`src/hw/rtl/dtm_pkg.sv`:
```
`timescale 1ns / 1ps
// ----------------------------------------------------------------------------
// dtm_pkg
// Types and constants shared by the table-driven automaton matcher.
// ----------------------------------------------------------------------------
package dtm_pkg;

  localparam int STATE_W    = 6;
  localparam int SYM_W      = 6;
  localparam int ADDR_W     = STATE_W + SYM_W;
  localparam int DEPTH      = 1 << ADDR_W;
  localparam int IN_WORD_W  = 32;
  localparam int OUT_WORD_W = 32;
  localparam int CFG_IDX_W  = 2;
  localparam int CFG_DATA_W = 64;

  localparam logic [1:0] REQ_WRITE = 2'd0;
  localparam logic [1:0] REQ_STEP  = 2'd1;
  localparam logic [1:0] REQ_QUERY = 2'd2;

  localparam logic [CFG_IDX_W-1:0] CFG_NUM_STATES = 2'd0;
  localparam logic [CFG_IDX_W-1:0] CFG_START      = 2'd1;
  localparam logic [CFG_IDX_W-1:0] CFG_ACCEPT     = 2'd2;

  typedef struct packed {
    logic [1:0]           req_type;
    logic [STATE_W-1:0]   from_state;
    logic [SYM_W-1:0]     symbol;
    logic [STATE_W-1:0]   target_state;
    logic [IN_WORD_W-1:0] entry_word;
    logic                 first;
    logic                 last;
  } dtm_in_t;

  typedef struct packed {
    logic [OUT_WORD_W-1:0] out_word;
    logic [STATE_W-1:0]    new_state;
    logic                  accepted;
    logic                  end_of_string;
  } dtm_out_t;

  typedef struct packed {
    logic              en;
    logic [ADDR_W-1:0] addr;
  } dtm_wr_t;

  typedef enum logic {
    INIT_SWEEP,
    INIT_RUN
  } dtm_init_state_t;

endpackage

```
`src/hw/rtl/dtm_init.sv`:
```
`timescale 1ns / 1ps
// ----------------------------------------------------------------------------
// dtm_init
// Clearing pass after reset: walks every table entry once, writing a
// self loop with a zero output word.
// ----------------------------------------------------------------------------
module dtm_init (
  input  logic                        clk,
  input  logic                        rst_n,
  output logic                        sweeping,
  output dtm_pkg::dtm_wr_t            wr,
  output logic [dtm_pkg::STATE_W-1:0] wr_next
);
  import dtm_pkg::*;

  dtm_init_state_t   state_r, state_nxt;
  logic [ADDR_W-1:0] cnt_r, cnt_nxt;

  always_ff @(posedge clk) begin
    if (!rst_n) begin
      state_r <= INIT_SWEEP;
      cnt_r   <= '0;
    end else begin
      state_r <= state_nxt;
      cnt_r   <= cnt_nxt;
    end
  end

  always_comb begin
    state_nxt = state_r;
    cnt_nxt   = cnt_r;
    sweeping  = 1'b0;
    wr.en     = 1'b0;
    wr.addr   = cnt_r;
    case (state_r)
      INIT_SWEEP: begin
        sweeping = 1'b1;
        wr.en    = 1'b1;
        cnt_nxt  = cnt_r + ADDR_W'(1);
        if (&cnt_r) begin
          state_nxt = INIT_RUN;
        end
      end
      INIT_RUN: begin
        cnt_nxt = cnt_r;
      end
      default: begin
        state_nxt = INIT_SWEEP;
      end
    endcase
  end

  // row index is the self-loop target, row zero comes out zero
  assign wr_next = cnt_r[ADDR_W-1:SYM_W];

endmodule

```
`config.mk`:
```
export PLATFORM = sky130hd
export DESIGN_NAME = dtm_init
export DESIGN_NICKNAME = d
export VERILOG_FILES = /design/src/hw/rtl/dtm_pkg.sv /design/src/hw/rtl/dtm_init.sv
export SDC_FILE = /design/constraint.sdc
export NUM_CORES = 1
export LEC_CHECK = 0
export BUFFER_PORTS_ARGS = -buffer_cell sky130_fd_sc_hd__buf_2
export CORE_UTILIZATION = 47
export CTS_CLUSTER_DIAMETER = 150
export DETAILED_ROUTE_END_ITERATION = 8
export GPL_TIMING_DRIVEN = 0
export PLACE_DENSITY = 0.72
export SLEW_MARGIN = 5
export SYNTH_ARGS = -nofsm -noshare
export SYNTH_HDL_FRONTEND = slang
export SYNTH_SLANG_ARGS = --single-unit
```
`constraint.sdc`:
```
create_clock -name clk -period 2 [get_ports clk]
set_input_delay 0.4 -clock clk [delete_from_list [all_inputs] [get_ports clk]]
set_output_delay 0.4 -clock clk [all_outputs]
set_load 0.005 [all_outputs]
```
==> results of run 1 <==
-- cell type report --
class / instances / area, um2
Sequential cell: 13 / 260.3
Timing Repair Buffer: 21 / 105.1
Clock buffer: 4 / 26.28
Fill cell: 124 / 486.7
Buffer: 9 / 67.56
Multi-Input combinational cell: 45 / 309.0
Tap cell: 15 / 18.77
Inverter: 3 / 11.26
-- metrics by stage --
stage / std cells / utilization, % / setup WS, ps
after global placement: 106 / 60.08 / 455.8
after floorplan: 70 / - / 528.9
after CTS: 110 / 62.12 / 396.8
after detailed placement: 106 / 60.08 / 419.8
after global routing: 110 / 62.12 / 314.3
final: 110 / 62.12 / 402.5
-- worst paths after layout --
path | from | endpoint | slack (ps) | cells past startpoint
worst max-delay path | cnt_r[0] | cnt_r[10] | 400 | 4
worst min-delay path | rst_n | cnt_r[5] | 400 | 3
worst max register to register | cnt_r[0] | cnt_r[10] | 400 | 4
worst min register to register | cnt_r[11] | cnt_r[11] | 530 | 2
-- per-layer routing --
| metal | up-vias | part of all wire [%] | global-route usage, % |
|---|---|---|---|
| met5 | - | 0 | 0 |
| met4 | 0 | 1.4 | 5.172 |
| met3 | 4 | 5.1 | 10.40 |
| met2 | 15 | 46 | 30.83 |
| met1 | 264 | 48 | 20.91 |
| li1 | 299 | - | - |
-- sequential cells by signal, summed over array words and instances (netlist names) --
signal / flops
state_r: 1
cnt_r: 12
-- synthesized netlist by cell type --
cell type  count
or3_2          1
buf_6          1
o21ai_0        3
or3_1          3
ha_1           1
nand4b_4       1
nand4_2        1
clkbuf_1       1
o31ai_1        4
nor2b_1        1
inv_1          3
or4_1          4
xnor2_1        1
a21oi_1        8
nand4b_1       1
dfxtp_1       13
buf_4          7
mux2i_1        1
xor2_1         3
nand2_1        2
nor2_1         5
nand3_1        3
nand4_1        1
nand3b_2       1
-- cell families (layout without fill, tap and decap cells) --
family | after synthesis | in the layout
AOI/OAI and AO/OA | 15 | 15
xor gates and xnor gates | 4 | 4
adders and majority gates | 1 | 1
buffers and inverters | 12 | 37
DFF | 13 | 13
muxes | 1 | 1
and+or+nand+nor | 24 | 24
-- report_power, final --
group	internal (mW)	leakage [nW]	total (mW)	switching, mW
clock network	0.0773	0.0150	0.160	0.0831
registers	0.264	0.105	0.273	0.00943
logic	0.0113	0.251	0.0237	0.0124
-- worst register-to-register path, cell delays in order (launching register included) --
cell and delay [ps]:
dfxtp_1 440, ha_1 260, nand3b_2 140, or4_1 540
a21oi_1 150
==> flow_metrics.py, run 1 <==
metrics = {
    "setup_path": {
        "cp.required_ps": 2210,
        "crit_chain": "ha_1, nand3b_2, or4_1, a21oi_1",
        "critical_path_class": "flop to flop",
        "crit_path_start_kind": "flop",
        "cpPeakStageDelay_ps": 530,
        "crit_arrival_ps": 1800,
        "cpLargestDelayFamily": "simple AND/OR/NAND/NOR gates",
        "cpMaxStageDelayCell": "or4_1",
        "cp-end-kind": "flop",
        "cp_max_fo": 6,
        "cp_num_buf_inv": 0,
    },
    "placed_design": {
        "gp_congestion": 0.7080,
        "port_buffers": 21,
        "post_dp_cell_area_um2": 772.0,
        "dp_hpwl_um": 900.9,
    },
    "final_layout": {
        "drive_gt1_share_pct": 37.89,
        "layout_common_cells": "21 x buf_2, 13 x dfxtp_1, 8 x a21oi_1",
        "area_growth_pct": 23.17,
        "final_common_cell": "buf_2",
        "postLayoutCellArea_um2": 798.3,
        "antenna_cells": 0,
        "nets": 99,
    },
    "sta": {
        "slew_violations": 0,
        "worst_pin_slew_ps": 448.6,
        "finalSetupViolCount": 0,
        "slew_headroom_pct": 70.09,
        "fin_crit_ps": 1598,
        "fmax_mhz": 626.0,
        "finalSetupTns_ps": 0,
        "hold_ws_ps": 398.5,
        "finalCritPeriodShare_pct": 79.88,
        "hold_violations": 0,
        "rsz0062_at_grt": "no",
        "finalClockSkew_ps": 3.842,
    },
    "synth": {
        "synth_top_area_share_pct": 40.15,
        "ys_ff_latch": 13,
        "ys_types": 24,
        "synth.cell_area_um2": 648.1,
        "syn_nets": 73,
        "synth_compound_area_share_pct": 13.13,
        "synth-xor-area-share_pct": 5.405,
        "ys_warn_count": 0,
        "yosys-top-cells-area": "dfxtp_1 40%, buf_4 8.1%, a21oi_1 6.2%",
        "synth_mux_area_share_pct": 1.544,
        "synth_top_area_cell": "dfxtp_1",
        "synth-adder-area-share_pct": 1.931,
        "syn_inst": 70,
        "synth-seq-area-share_pct": 40.15,
        "syn_area_per_cell_um2": 9.259,
        "synth_top_family_by_area": "simple AND/OR/NAND/NOR gates",
        "synth-simple-area-share_pct": 25.68,
    },
    "cts": {
        "cts_htree_levels": 1,
        "cts_setup_buffers": 0,
        "cts_tree": "done",
        "clock_sinks": 13,
        "cts.repair.resized": 0,
        "clkLatencyLatePin_ps": 270,
        "clk_pin_slew_ps": 80,
        "clk_root_buffer_cell": "clkbuf_4",
        "clockBufferDepth": 2,
        "cts_hold_buf": 0,
        "cts_buffers": 3,
    },
    "routing": {
        "dr.first_iter.drc_count": 5,
        "vias_per_cell": 5.291,
        "wirelength_um": 1252,
        "drc": 0,
        "vias": 582,
        "dr.pass1.iters": 3,
        "ant_nets": 0,
        "routedWlPerCell_um": 11.38,
    },
    "power_and_ir_drop": {
        "power_density_mw_per_mm2": 573.1,
        "vdd_ir_drop_max_v": 0.0004510,
        "leakagePower_nw": 0.3710,
        "p_total_mw": 0.4575,
    },
    "global_routing": {
        "grt_pass1_wl_um": 1890,
        "grt-ovfl-total": 0,
        "grt_max_degree": 11,
        "grt_pass1_vias": 450,
        "groute.usage.overall_pct": 18.90,
        "grt_antenna_before_repair": 0,
    },
    "min_path": {
        "min_path_type": "primary input to flop",
    },
    "floorplan": {
        "coreArea_mm2": 0.001285,
        "ios": 22,
        "die_y_um": 39.14,
        "core.rowCount": 13,
        "dieArea_mm2": 0.001532,
        "start_util_pct": 50.44,
        "die_x_um": 39.14,
    },
    "job": {
        "drv_cap": 0,
    },
    "status": {
        "outcome": "complete, no violations",
    },
}
Power figures use the tool's default switching activity.
==> run 2: changes to the inputs <==
Clock period 2 ns to 1.68 ns, I/O delays scaled along.
==> run 2 against run 1 <==
Effect of this change:
- utilization is 0.097 points higher
- highest routed layer unchanged
- clock skew stayed put
- critical path depth stayed put
- cell count stayed put
- clock power is 19% higher
- count of clock-buffer cells in the layout stayed put
- via count stayed put
- die area stayed put
- hold slack worse by 64 ps
- flip-flop and latch count stayed put
==> flow_metrics.py, run 2 (synthesis results as in run 1) <==
metrics = {
    "global_routing": {
        "grt_max_degree": 11,
        "groute.usage.overall_pct": 18.90,
        "grt_antenna_before_repair": 0,
        "grt_pass1_vias": 450,
        "grt-ovfl-total": 0,
        "grt_pass1_wl_um": 1890,
    },
    "final_layout": {
        "area_growth_pct": 23.36,
        "final_common_cell": "buf_2",
        "antenna_cells": 0,
        "postLayoutCoreUtil_pct": 62.22,
        "largestRegisters": "cnt_r: 12 flops, state_r: 1 flops",
        "fillers": 124,
        "nets": 99,
        "drive_gt1_share_pct": 38.95,
        "largest_reg_flops": 12,
        "regMostFlops": "cnt_r",
        "layout_common_cells": "21 x buf_2, 12 x dfxtp_1, 8 x a21oi_1",
    },
    "sta": {
        "rsz0062_at_grt": "no",
        "fin_crit_ps": 1561,
        "finalClockSkew_ps": 3.842,
        "finalWorstSetupSlack_ps": 118.8,
        "slew_headroom_pct": 70.09,
        "fmax_mhz": 640.5,
        "worst_pin_slew_ps": 448.6,
        "slew_violations": 0,
        "hold_violations": 0,
        "finalSetupTns_ps": 0,
        "finalCritPeriodShare_pct": 92.93,
        "finalSetupViolCount": 0,
    },
    "floorplan": {
        "die_x_um": 39.14,
        "coreArea_mm2": 0.001285,
        "die_y_um": 39.14,
        "dieArea_mm2": 0.001532,
        "core.rowCount": 13,
        "start_util_pct": 50.44,
        "ios": 22,
    },
    "routing": {
        "drc": 0,
        "ant_nets": 0,
        "vias_per_cell": 5.291,
        "routedWlPerCell_um": 11.35,
        "vias": 582,
        "wirelength_um": 1249,
        "dr.first_iter.drc_count": 5,
        "dr.pass1.iters": 3,
    },
    "power_and_ir_drop": {
        "leakagePower_nw": 0.3712,
        "vdd_ir_drop_max_v": 0.0005370,
        "p_total_mw": 0.5450,
        "power_density_mw_per_mm2": 681.7,
    },
    "cts": {
        "clk_pin_slew_ps": 80,
        "cts_buffers": 3,
        "cts.repair.resized": 0,
        "clock_sinks": 13,
        "cts_tree": "done",
        "clockBufferDepth": 2,
        "cts_hold_buf": 0,
        "clkLatencyLatePin_ps": 270,
        "cts_setup_buffers": 0,
        "cts_htree_levels": 1,
        "clk_root_buffer_cell": "clkbuf_4",
    },
    "setup_path": {
        "cp.required_ps": 1890,
        "crit_arrival_ps": 1770,
        "critical_path_class": "flop to flop",
        "r2r_slack_ps": 120,
        "cp_max_fo": 6,
        "crit_path_start_kind": "flop",
        "cp-end-kind": "flop",
    },
    "min_path": {
        "min_path_type": "primary input to flop",
    },
    "placed_design": {
        "port_buffers": 21,
        "dp_hpwl_um": 900.9,
        "gp_congestion": 0.7080,
        "dp_slack_ps": 99.83,
    },
    "status": {
        "outcome": "complete, no violations",
    },
    "job": {
        "drv_cap": 0,
    },
}
run 2: stage by stage:
stage          instance area (um2)  hold slack (ps)  std cells
6_report                     799.5            334.5        110
5_1_grt                      799.5            339.9        110
4_1_cts                      798.3            334.1        110
3_5_place_dp                 772.0            511.4        106
3_3_place_gp                 772.0            498.1        106
2_1_floorplan                648.1            493.0         70
run 2: layer usage:
layer  GRT usage (%)  vias up  wire length (um)
met4           5.172        0                17
met2           30.83       15               572
li1                -      299                 -
met1           20.91      264               595
met5               0        -                 0
met3           10.40        4                64
run 2: cell type report:
type	instances	area (um2)	area share, %
clock buffers	4	26.28	3.286
well taps	15	18.77	2.347
multi-input cells	45	309.0	38.65
inverters	3	11.26	1.408
plain buffers	9	67.56	8.451
repair buffers	21	105.1	13.15
flip-flops and latches	13	261.5	32.71
run 2: worst max-delay path, stage by stage (launching register included):
cell      delay [ps]
dfxtp_1          420
ha_1             250
nand3b_2         140
or4_1            530
a21oi_1          150
run 2: report_power, final:
| group | internal [mW] | switching (mW) |
|---|---|---|
| combinational | 0.0135 | 0.0147 |
| sequential | 0.315 | 0.0112 |
| clock | 0.0920 | 0.0989 |
| total | 0.420 | 0.125 |
run 2: final timing paths:
path,start,end,cells past startpoint
hold reg to reg,cnt_r[11],cnt_r[11],2
hold / removal,rst_n,cnt_r[5],3
setup reg to reg,cnt_r[1],cnt_r[10],4
setup / recovery,cnt_r[1],cnt_r[10],4
